**src/hdl/pcdt_pkg.sv**
```systemverilog
// ----------------------------------------------------------------------------
// pcdt_pkg
// Shared sizes, mode codes and item types of the palette color dedup table.
// ----------------------------------------------------------------------------
package pcdt_pkg;

  localparam int PAL_ENTRIES = 256;
  localparam int TBL_ENTRIES = 255;
  localparam int PAL_IDX_W   = $clog2(PAL_ENTRIES);
  localparam int CODE_W      = 8;
  localparam int COLOR_W     = 32;

  localparam logic [1:0] MODE_CLASSIFY = 2'd0;
  localparam logic [1:0] MODE_LOAD     = 2'd1;
  localparam logic [1:0] MODE_CLEAR    = 2'd2;

  typedef struct packed {
    logic [1:0]         mode;
    logic [7:0]         palette_index;
    logic [COLOR_W-1:0] color_word;
  } pcdt_in_t;

  typedef struct packed {
    logic [CODE_W-1:0]  voxel_code;
    logic               is_new;
    logic [COLOR_W-1:0] new_color;
    logic               table_full;
  } pcdt_out_t;

  // Item as it walks down the row of cells.
  typedef struct packed {
    logic               vld;     // slot holds an item
    logic               clr;     // clear request, empties each cell it passes
    logic               srch;    // color still looking for a match or a free cell
    logic               is_new;  // color was appended by some cell
    logic [CODE_W-1:0]  code;
    logic [COLOR_W-1:0] color;
  } pcdt_qry_t;

endpackage

```
**src/hdl/pcdt_cell.sv**
```systemverilog
// ----------------------------------------------------------------------------
// pcdt_cell
// One distinct-table entry plus one slot of the item chain.
// ----------------------------------------------------------------------------
module pcdt_cell (
  input  logic                     clk,
  input  logic                     rst_n,
  input  logic                     adv,
  input  logic [pcdt_pkg::CODE_W-1:0] cell_pos,
  input  pcdt_pkg::pcdt_qry_t      q_in,
  output pcdt_pkg::pcdt_qry_t      q_out
);
  import pcdt_pkg::*;

  logic               ent_vld_r;
  logic               ent_vld_nxt;
  logic [COLOR_W-1:0] ent_color_r;
  logic               q_vld_r;
  pcdt_qry_t          q_r;
  pcdt_qry_t          q_nxt;
  logic               hit;
  logic               take;

  assign hit  = q_in.vld && q_in.srch && ent_vld_r && (ent_color_r == q_in.color);
  assign take = q_in.vld && q_in.srch && !ent_vld_r;

  always_comb begin
    q_nxt       = q_in;
    ent_vld_nxt = ent_vld_r;
    if (q_in.vld && q_in.clr) begin
      ent_vld_nxt = 1'b0;
    end
    if (hit) begin
      q_nxt.srch = 1'b0;
      q_nxt.code = cell_pos;
    end
    if (take) begin
      q_nxt.srch   = 1'b0;
      q_nxt.code   = cell_pos;
      q_nxt.is_new = 1'b1;
      ent_vld_nxt  = 1'b1;
    end
  end

  always_ff @(posedge clk) begin
    if (!rst_n) begin
      ent_vld_r <= 1'b0;
      q_vld_r   <= 1'b0;
    end else if (adv) begin
      ent_vld_r <= ent_vld_nxt;
      q_vld_r   <= q_in.vld;
    end
  end

  always_ff @(posedge clk) begin
    if (adv) begin
      q_r <= q_nxt;
      if (take) begin
        ent_color_r <= q_in.color;
      end
    end
  end

  always_comb begin
    q_out     = q_r;
    q_out.vld = q_vld_r;
  end

endmodule

```
**config.mk**
```make
export PLATFORM = sky130hd
export DESIGN_NAME = pcdt_cell
export DESIGN_NICKNAME = d
export VERILOG_FILES = /design/src/hdl/pcdt_pkg.sv /design/src/hdl/pcdt_cell.sv
export SDC_FILE = /design/constraint.sdc
export NUM_CORES = 1
export LEC_CHECK = 0
export ABC_AREA = 1
export BUFFER_PORTS_ARGS = -buffer_cell sky130_fd_sc_hd__buf_2
export CORE_ASPECT_RATIO = 1.4
export CORE_MARGIN = 5
export CORE_UTILIZATION = 45
export CTS_CLUSTER_SIZE = 16
export DETAILED_ROUTE_END_ITERATION = 10
export HOLD_SLACK_MARGIN = 0.05
export PLACE_DENSITY = 0.82
export SYNTH_ARGS = -nofsm -noshare
export SYNTH_HDL_FRONTEND = slang
export SYNTH_SLANG_ARGS = --single-unit
```
**constraint.sdc**
```tcl
create_clock -name clk -period 2.6 [get_ports clk]
set_input_delay 0.52 -clock clk [delete_from_list [all_inputs] [get_ports clk]]
set_output_delay 0.52 -clock clk [all_outputs]
set_load 0.05 [all_outputs]
```
## Yosys cells after proc, flatten, opt, wreduce, memory -nomap -nowiden

Cells that the tools add are included.

| word-level totals | value |
|---|---|
| register bits after elaboration | 77 |
| word-level logic and storage cells | 23 |
| output and inout bits | 44 |

| cells by class | value |
|---|---|
| multiplexer cells | 4 |
| reduce and logical (&&, ||, !) cells | 10 |
| equal/unequal tests | 1 |

Operator list:

| operator | number |
|---|---|
| $eq A32 B32 Y1 | 1 |
| $mux W8 | 2 |
| $logic_and A1 B1 Y1 | 5 |
| $reduce_and A2 Y1 | 2 |
| $mux W1 | 2 |
| $reduce_bool A2 Y1 | 1 |
| $reduce_or A2 Y1 | 1 |
| $logic_not A1 Y1 | 1 |

## Longest topological paths before layout

Gate-level depths: netlist (run 1).

| depth | value |
|---|---|
| depth after elaboration | 5 |
| gate-level depth with buffers | 12 |

## Worst setup path after synthesis (run 1)

OpenSTA, ideal clock, no wires.

| timing path | value |
|---|---|
| path kind | input -> register |
| from | input port q_in[41] (netlist bit) |
| to | register ent_color_r[0] (enable) |
| data required time | 2,178 ps |
| cell stages on the path | 4 |
| data arrival time | 2,199 ps |
| library setup time | 422 ps |
| path slack | -22 ps |
| buffers on the path | 0 |
| path through | nand2_1 -> nor2_1 -> inv_2 -> nor2_1 |

| between the ends | value |
|---|---|
| cells in the longest elaborated chain, start to end | 3 |

RTL lines:

| item | RTL line | text |
|---|---|---|
| start: declaration | pcdt_cell.sv:10 | `input pcdt_pkg::pcdt_qry_t q_in,` |
| $logic_and A1 B1 Y1 (2 in a row) | pcdt_cell.sv:25 | `assign take = q_in.vld && q_in.srch && !ent_vld_r;` |
| $reduce_and A2 Y1 (no source line) | n/a |  |
| end signal: assignment | pcdt_cell.sv:59 | `ent_color_r <= q_in.color;` |
| end: declaration | pcdt_cell.sv:17 | `logic [COLOR_W-1:0] ent_color_r;` |

Every way passes these cells.
A chain may end at the register's enable or synchronous reset.

## Final worst setup path (run 1)

| timing path | value |
|---|---|
| from | register ent_color_r[27] |
| to | register q_r, in the netlist q_out[41] (data pin) |

| between the ends | value |
|---|---|
| cells in the longest elaborated chain, start to end | 3 |

RTL lines:

| item | RTL line | text |
|---|---|---|
| $eq A32 B32 Y1 | pcdt_cell.sv:24 | `assign hit = q_in.vld && q_in.srch && ent_vld_r && (ent_color_r == q_in.color);` |
| $logic_and A1 B1 Y1 | pcdt_cell.sv:24 |  |
| $reduce_or A2 Y1 (no source line) | n/a |  |
| end signal: assignment | pcdt_cell.sv:57 | `q_r <= q_nxt;` |
| end: declaration | pcdt_cell.sv:19 | `pcdt_qry_t q_r;` |

Every way passes these cells.

==> qor.txt, run 1 <==
Peak Freq - 625 MHz
First-pass GRT wire length - 9.80 mm
Total Die Area - 8650 sq um
Vert. Die Dim - 108 microns
RSZ-0062 raised after global routing - no
Design Area, Final - 3900 sq um
Setup TNS - 0 ns
CTS sink cnt - 77
Metal2 WL - 3.31 mm
Netlist cell types - 18
Num CTS Buffers - 9
Seq/Total Area, Yosys - 74.2%
Htree depth - 3
Vias in the first global route - 2088
Worst skew pair latency - 0.34 ns
FF+latch area - 2290 sq um
Commonest non-fill, non-tap cell in the layout - buf_2
Clk pwr share - 30.1%
Clock root buffer - clkbuf_8
Most frequent cells in the layout - buf_2 (98), nand2_1 (85), edfxtp_1 (75)
DRC violation total after the first TritonRoute iteration - 102
Static leakage - 1.79 nW
Synth Warn # - 0
Layout cells sized above 1 - 33.5%
Diodes inserted - 0
Area occupied by multi-input gates - 617 sq um
Finish-stage setup viols - 0
Worst Path Max Fanout - 9
Clk slew on worst S/H paths - 0.08 ns
DR vias - 2130
Wire length on met3 - 463 microns
Avg Inst Size Synth - 11.9 sq um
Fin crit share - 61.6%
TritonCTS clock tree - done
CTS Buffer Depth - 2
Initial Util - 46.4%
Largest net degree at the start of global routing - 26
DR pass1 iterations - 6
Drt total wl - 6.31 mm
Flop-to-flop setup slack - 1.0 ns
Synthesized Nets - 314
GRT Total Usage - 15.2%
Worst-case reg-to-reg path depth - 10
Clk_skew - 0.0151 ns
RD Place Congestion - 0.738
Vias/cell - 4.55
Cell Area, Synth - 3090 sq um
Least-Margin Pin Slew - 0.323 ns
Slew headroom - 78.4%
Highest Signal Layer - met4
Crit path required time - 2.71 ns
Pins Over Slew Limit - 0
Post-CTS Setup Bufs - 0
# DRC - 0
Hold path depth - 1
Max cap viols - 0
Startpoint types - flip-flop
Psw - 0.000731 W
Wl on met1 - 2.48 mm
Post-CTS Hold Fix Bufs - 0
I/O Pins - 99
Tot Pwr - 0.00267 W
P_int - 0.00194 W
FILL cells - 594
CP Capture Type - flip-flop
Worst Min Path Start - q_in[42]
Kind of critical path - flip-flop to flip-flop
Fin nets - 426
Reg-to-Reg End - q_out[41]
Pwr Density - 683 nW/um^2
IO buf count - 98
Status - complete, no violations
FF+latch count, synth - 77
Core ar. - 6660 sq um
Overflow after GRT - 0
Post-CTS Resized - 0
Dpl cell area - 3720 sq um
Antenna violations before repair - 0
Logic gate share of total power - 15.1%
Layout area overhead - 26.3%
Worst min path class - input port to flip-flop
Synth Instances - 259
Sequential fraction of design power - 54.7%
Wire per inst - 13.5 microns
Max IR drop VDD - 448 uV
Post-route ant nets - 0
DP HPWL - 4.66 mm
Final hold violations - 0
WHS Endpoint - q_out[42]
Number of cell rows - 35
Worst EP arrival - 1.71 ns
Die W - 80.0 microns
Reg2reg start - ent_color_r[27]
Final min period - 1.60 ns
Sw Share - 27.4%
## layer usage
metal	GRT usage, %	vias to the layer above
met5	0	-
met4	4.71	0
met3	5.50	5
met2	27.0	86
met1	16.8	986
li1	-	1053
## power by group through the flow
stage / clock network (W) / logic [W] / registers [W]
floorplan: 0 / 0.0000753 / 0.00168
finish: 0.000804 / 0.000404 / 0.00146
CTS: 0.000828 / 0.000409 / 0.00146
global placement: 0 / 0.000401 / 0.00148
global route: 0.000879 / 0.000433 / 0.00147
detailed placement: 0 / 0.000407 / 0.00149
## flip-flops by register name (all words and copies together) (netlist names)
name / cells
ent_vld_r: 1
q_out: 43
ent_color_r: 32
q_vld_r: 1
## layout make-up
class,count,share of cell area (%)
flip-flops and latches,77,58.7
clock buffers,12,3.98
well taps,92,2.95
clock inverters,4,0.577
inverters,48,4.62
repair buffers,102,13.3
multi-input cells,133,15.8
## cell families after synthesis
kind of cell	after synthesis	share of synthesized area [%]
xor gates and xnor gates	10	2.84
AOI/OAI and AO/OA	6	1.05
and+or+nand+nor	117	15.8
buffers and inverters	49	6.08
DFF	77	74.2
## worst max-delay path by stage
stage,start,endpoint,slack (ns),cells after the start
floorplan,q_in[41],ent_color_r[0],0.53,4
global placement,q_in[29],q_out[41],0.78,11
detailed placement,q_in[29],q_out[41],0.73,11
CTS,ent_color_r[25],q_out[41],0.97,10
global route,ent_color_r[27],q_out[41],0.76,10
finish,ent_color_r[27],q_out[41],1.0,10
## synth_stat cells
cell / count / area share (%)
nand2_1: 85 / 10
edfxtp_1: 75 / 73
inv_1: 45 / 5.5
nor2_1: 15 / 1.8
nand3_1: 11 / 1.8
xnor2_1: 10 / 2.8
inv_2: 3 / 0.36
a21oi_1: 2 / 0.32
dfxtp_1: 2 / 1.3
o22ai_1: 2 / 0.40
or2_2: 2 / 0.40
buf_4: 1 / 0.24
nand2_4: 1 / 0.36
nand3_4: 1 / 0.57
nand4_1: 1 / 0.20
nor2_4: 1 / 0.36
o21ai_0: 1 / 0.16
o21ai_1: 1 / 0.16
## critical path, stage by stage, from the launching register on
cell	delay [ns]
edfxtp_1	0.39
inv_1	0.06
nand2_1	0.05
nand2_1	0.06
nand2_1	0.05
nor2_1	0.13
nand2_1	0.06
nor2_1	0.20
nand3_4	0.17
nand2_4	0.14
nor2_1	0.05
## through the flow
stage / worst slack [ns] / cells / hold slack (ns) / utilization, %
2_1_floorplan: 0.525 / 259 / 0.436 / -
3_3_place_gp: 0.784 / 452 / 0.445 / 56.0
3_5_place_dp: 0.728 / 452 / 0.469 / 56.0
5_1_grt: 0.762 / 468 / 0.340 / 58.6
6_report: 0.999 / 468 / 0.364 / 58.6
4_1_cts: 0.971 / 468 / 0.342 / 58.6
Note: power is estimated with default switching activity, not from simulation.
==> run 2, diff against run 1 <==
--- a/config.mk
+++ b/config.mk
@@ -5,15 +5,15 @@
 export SDC_FILE = /design/constraint.sdc
 export NUM_CORES = 1
 export LEC_CHECK = 0
-export ABC_AREA = 1
+export ABC_AREA = 0
 export BUFFER_PORTS_ARGS = -buffer_cell sky130_fd_sc_hd__buf_2
 export CORE_ASPECT_RATIO = 1.4
 export CORE_MARGIN = 5
-export CORE_UTILIZATION = 45
+export CORE_UTILIZATION = 49
 export CTS_CLUSTER_SIZE = 16
 export DETAILED_ROUTE_END_ITERATION = 10
 export HOLD_SLACK_MARGIN = 0.05
-export PLACE_DENSITY = 0.82
+export PLACE_DENSITY = 0.86
 export SYNTH_ARGS = -nofsm -noshare
 export SYNTH_HDL_FRONTEND = slang
 export SYNTH_SLANG_ARGS = --single-unit
==> constraint.sdc (replaced) <==
create_clock -name clk -period 1.6 [get_ports clk]
set_input_delay 0.32 -clock clk [delete_from_list [all_inputs] [get_ports clk]]
set_output_delay 0.32 -clock clk [all_outputs]
set_load 0.05 [all_outputs]
==> qor.txt, run 2 <==
Status - complete, but fails checks
Violated checks - setup timing
Slew headroom - 73.4%
Synth Warn # - 0
Clk_skew - 0.0131 ns
Hold path depth - 1
Clk slew on worst S/H paths - 0.08 ns
Vert. Die Dim - 99.9 microns
Most frequent cells in the layout - buf_2 (98), edfxtp_1 (75), buf_4 (34)
Pins Over Slew Limit - 0
Worst Path Max Fanout - 5
Seq/Total Area, Yosys - 81.0%
Layout cells sized above 1 - 57.1%
Cell Area, Synth - 2830 sq um
I/O Pins - 99
Pwr Density - 1140 nW/um^2
Largest net degree at the start of global routing - 25
Static leakage - 1.54 nW
DRC violation total after the first TritonRoute iteration - 87
Design Area, Final - 3910 sq um
Worst skew pair latency - 0.34 ns
RD Place Congestion - 0.766
Final worst slack - -0.282 ns
Fin crit share - 118%
Worst-case reg-to-reg path depth - 6
Number of synthesized flops with an enable pin - 75
CTS sink cnt - 77
DR pass1 iterations - 4
GRT Total Usage - 16.1%
Post-route ant nets - 0
Vias in the first global route - 1917
CTS Buffer Depth - 2
Worst Min Path Start - q_in[42]
Flop-to-flop setup slack - -0.28 ns
Max reg flops - 43
Final min period - 1.88 ns
IO buf count - 98
Crit path required time - 1.69 ns
Vias/cell - 4.82
Least-Margin Pin Slew - 0.396 ns
Area share of the largest cell type after synthesis - 79.5%
DR vias - 1720
Final Util - 70.2%
Placement Setup Slack - -0.375 ns
Post-synth top flop - edfxtp_1
Reg-to-Reg End - q_out[35]
DP HPWL - 4.18 mm
Commonest non-fill, non-tap cell in the layout - buf_2
Max cap viols - 0
Num CTS Buffers - 9
Layout area overhead - 38.0%
Commonest cells post-synth - edfxtp_1 (75), xnor2_1 (31), mux2_2 (8)
Die W - 74.2 microns
Htree depth - 3
Avg Inst Size Synth - 20.2 sq um
Final hold violations - 0
Dpl cell area - 3670 sq um
Max IR drop VDD - 706 uV
Most frequent cell after synthesis - edfxtp_1
Total Die Area - 7420 sq um
Overflow after GRT - 0
Finish-stage setup viols - 9
Wire per inst - 16.0 microns
Core ar. - 5570 sq um
Diodes inserted - 0
Worst min path class - input port to flip-flop
Synth Instances - 140
Reg2reg start - ent_color_r[30]
# DRC - 0
Antenna violations before repair - 0
Startpoint types - flip-flop
Initial Util - 50.9%
First-pass GRT wire length - 8.77 mm
Drt total wl - 5.72 mm
Global routing's busiest layer - met2
Peak Freq - 531 MHz
RSZ-0062 raised after global routing - yes
Synthesized Nets - 195
Routing usage on met1 - 16.7%
Netlist cell types - 19
Kind of critical path - flip-flop to flip-flop
CP Capture Type - flip-flop
Met2 Usage GRT - 27.6%
Global routing usage on met3 - 7.21%
Fin cells - 357
Post-CTS Hold Fix Bufs - 0
Cell taking the most area after synthesis - edfxtp_1
Top cells by area, synth - edfxtp_1 (80%), xnor2_1 (9.6%), mux2_2 (3.2%)
WHS Endpoint - q_out[42]
Fraction of registers with async set/reset - 0%
Number of cell rows - 32
Cell Count Post-Placement - 339
FF+latch count, synth - 77
Fin nets - 339
Clock root buffer - clkbuf_8
Worst EP arrival - 1.97 ns
TritonCTS clock tree - done
[run 2: cells by family after synthesis]
logic type / after synthesis / share of synthesized area [%]
AOI/OAI and AO/OA: 2 / 0.928
xor gates and xnor gates: 32 / 9.90
buffers and inverters: 1 / 0.265
DFF: 77 / 81.0
muxes: 9 / 3.54
and+or+nand+nor: 19 / 4.42
[run 2: power breakdown]
group	switching (W)	internal, W	total, W	leakage, nW
logic	0.000465	0.000224	0.000690	0.724
clock network	0.000696	0.000709	0.00141	0.0887
registers	0.0000314	0.00234	0.00237	0.731
[run 2: worst max path at each step]
stage,start,end,slack [ns],depth (start not counted)
finish,ent_color_r[30],q_out[35],-0.28,6
global route,ent_color_r[14],q_out[39],-0.38,6
CTS,ent_color_r[18],q_out[32],-0.28,6
detailed placement,q_in[22],q_out[34],-0.38,6
global placement,q_in[13],q_out[39],-0.30,6
floorplan,ent_color_r[30],q_out[32],-0.09,5
[run 2: layout make-up]
| cell class | instances | area [sq um] |
|---|---|---|
| fill | 395 | 1660 |
| timing repair buffer | 133 | 766 |
| multi-input combinational | 63 | 574 |
| tap | 68 | 85.1 |
| sequential | 77 | 2290 |
| clock inverter | 7 | 66.3 |
| clock buffer | 9 | 124 |
[run 2: critical path, stage by stage, from the launching register on]
cell and delay, ns:
edfxtp_1 0.40, xnor2_1 0.17, nand4_1 0.17, nor4_4 0.28
buf_4 0.18, a31oi_4 0.13, mux2_2 0.30
[run 2: through the flow]
step	total power [W]	TNS [ns]	hold WS, ns
2_1_floorplan	0.00283	-0.780	0.419
3_3_place_gp	0.00309	-2.66	0.492
3_5_place_dp	0.00310	-3.20	0.509
4_1_cts	0.00450	-2.42	0.156
5_1_grt	0.00464	-3.21	0.164
6_report	0.00447	-2.33	0.180
[run 2: what timing repair did]
item	in CTS	in global routing
setup endpoints to repair	9	9
pin swaps	2	3
cloned	1	0
gates resized for setup	1	5
buffers inserted	1	0
[run 2: routing by layer]
| layer | vias up | part of all wire, % |
|---|---|---|
| met5 | - | 0 |
| met4 | 0 | 2.2 |
| met3 | 11 | 11 |
| met2 | 71 | 51 |
| met1 | 814 | 35 |
| li1 | 824 | - |
==> run 3, diff against run 2 <==
==> constraint.sdc (replaced) <==
create_clock -name clk -period 1.6 [get_ports clk]
set_input_delay 0.08 -clock clk [delete_from_list [all_inputs] [get_ports clk]]
set_output_delay 0.08 -clock clk [all_outputs]
set_load 0.05 [all_outputs]
==> qor.txt, run 3 (synthesis results as in run 2) <==
Pins Over Slew Limit - 0
Clk_skew - 0.00809 ns
CP Capture Type - flip-flop
Crit path buf inv count - 1
CTS Buffer Depth - 2
Worst skew pair latency - 0.33 ns
Most frequent cells in the layout - buf_2 (98), edfxtp_1 (75), dlygate4sd3_1 (52)
I/O Pins - 99
Final min period - 1.88 ns
IO buf count - 98
Drt total wl - 6.44 mm
Layout cells sized above 1 - 43.2%
P_int - 0.00363 W
Max reg flops - 43
Reg2reg start - ent_color_r[23]
Post-route ant nets - 0
Worst EP arrival - 1.96 ns
DRC violation total after the first TritonRoute iteration - 82
Crit-path max cell delay - 0.41 ns
Clock root buffer - clkbuf_8
Clk pwr share - 34.6%
Worst Min Path Start - cell_pos[3]
DR pass1 iterations - 4
# DRC - 0
Sequential fraction of design power - 49.6%
Sw Share - 24.0%
Psw - 0.00115 W
Die W - 74.2 microns
Fin crit share - 118%
DP HPWL - 4.05 mm
Slowest stage cell, crit path - edfxtp_1
Number of cell rows - 32
Max IR drop VDD - 746 uV
Startpoint types - flip-flop
Crit path required time - 1.68 ns
Crit path max-delay family - flip-flops
Core ar. - 5570 sq um
Slew headroom - 71.6%
RSZ-0062 raised after global routing - yes
Fin cells - 385
Vias/cell - 4.78
Logic gate share of total power - 15.8%
Num CTS Buffers - 9
Status - complete, but fails checks
GRT Total Usage - 18.1%
Antenna violations before repair - 0
Vert. Die Dim - 99.9 microns
Cell Count Post-Placement - 315
RD Place Congestion - 0.754
Initial Util - 50.9%
Total Die Area - 7420 sq um
Peak Freq - 531 MHz
Design Area, Final - 4280 sq um
Vias in the first global route - 1974
Tot Pwr - 0.00478 W
Final hold violations - 0
TritonCTS clock tree - done
Violated checks - setup timing
Max cap viols - 0
Worst min path class - input port to flip-flop
Least-Margin Pin Slew - 0.425 ns
Critical Path Start - ent_color_r[23]
Static leakage - 1.67 nW
Layout area overhead - 51.3%
Diodes inserted - 0
Pwr Density - 1120 nW/um^2
Htree depth - 3
First-pass GRT wire length - 9.67 mm
Final worst slack - -0.282 ns
Dpl cell area - 3500 sq um
Worst Path Max Fanout - 5
DR vias - 1840
Fin nets - 367
CTS sink cnt - 77
Kind of critical path - flip-flop to flip-flop
Wire per inst - 16.7 microns
Finish-stage setup viols - 9
Crit path cell chain - xnor2_1 -> nand4_1 -> nor4_4 -> buf_4 -> a31oi_4 -> mux2_2
Largest net degree at the start of global routing - 25
Overflow after GRT - 0
Clk slew on worst S/H paths - 0.07 ns
Commonest non-fill, non-tap cell in the layout - buf_2
-- run 3: changes by cell type in the layout (fill, tap and decap cells not counted), moves of 2 or more --
cell,previous run,this run
dlygate4sd3_1,0,52
buf_4,34,9
clkinvlp_4,3,0
bufinv_16,1,3
clkinv_1,1,3
clkinv_2,2,0
-- run 3: cell type report --
class,count,area [sq um]
Tap cell,68,85.1
Clock buffer,10,128
Fill cell,331,1280
Timing Repair Buffer,161,1120
Sequential cell,77,2290
Clock inverter,6,101
Multi-Input combinational cell,63,558
-- run 3: routing by layer --
| metal | up-vias | wire length (microns) | track usage [%] |
|---|---|---|---|
| met2 | 77 | 3560 | 32.8 |
| met1 | 863 | 2260 | 18.7 |
| met5 | - | 0 | 0 |
| met4 | 0 | 145 | 7.95 |
| met3 | 12 | 470 | 5.71 |
| li1 | 888 | - | - |
-- run 3: what timing repair did --
item,CTS,global route
cloned,1,0
endpoints found under the setup margin,9,9
setup buffers,1,0
hold endpoints to repair,76,3
hold buffers,50,2
gates resized for setup,1,1
pin swaps,3,1
-- run 3: power groups by stage --
stage,clock (W),sequential (W),combinational [W]
2_1_floorplan,0,0.00272,0.000108
3_3_place_gp,0,0.00241,0.000635
3_5_place_dp,0,0.00242,0.000649
4_1_cts,0.00170,0.00237,0.000747
5_1_grt,0.00181,0.00238,0.000794
6_report,0.00165,0.00237,0.000755
-- run 3: final timing paths --
path / to / slack [ns] / depth (start not counted)
worst max-delay path: q_out[35] / -0.28 / 6
worst min-delay path: q_out[35] / 0.08 / 2
worst max register to register: q_out[35] / -0.28 / 6
worst min register to register: ent_vld_r / 0.52 / 2
-- run 3: through the flow --
stage	TNS [ns]	util, %	hold WS, ns	worst slack, ns
detailed placement	-2.95	62.9	0.284	-0.351
finish	-2.31	77.0	0.0784	-0.282
floorplan	-0.780	-	0.179	-0.0950
global placement	-1.71	62.9	0.280	-0.199
global route	-3.00	77.0	0.0593	-0.356
CTS	-2.25	76.5	-0.0503	-0.279
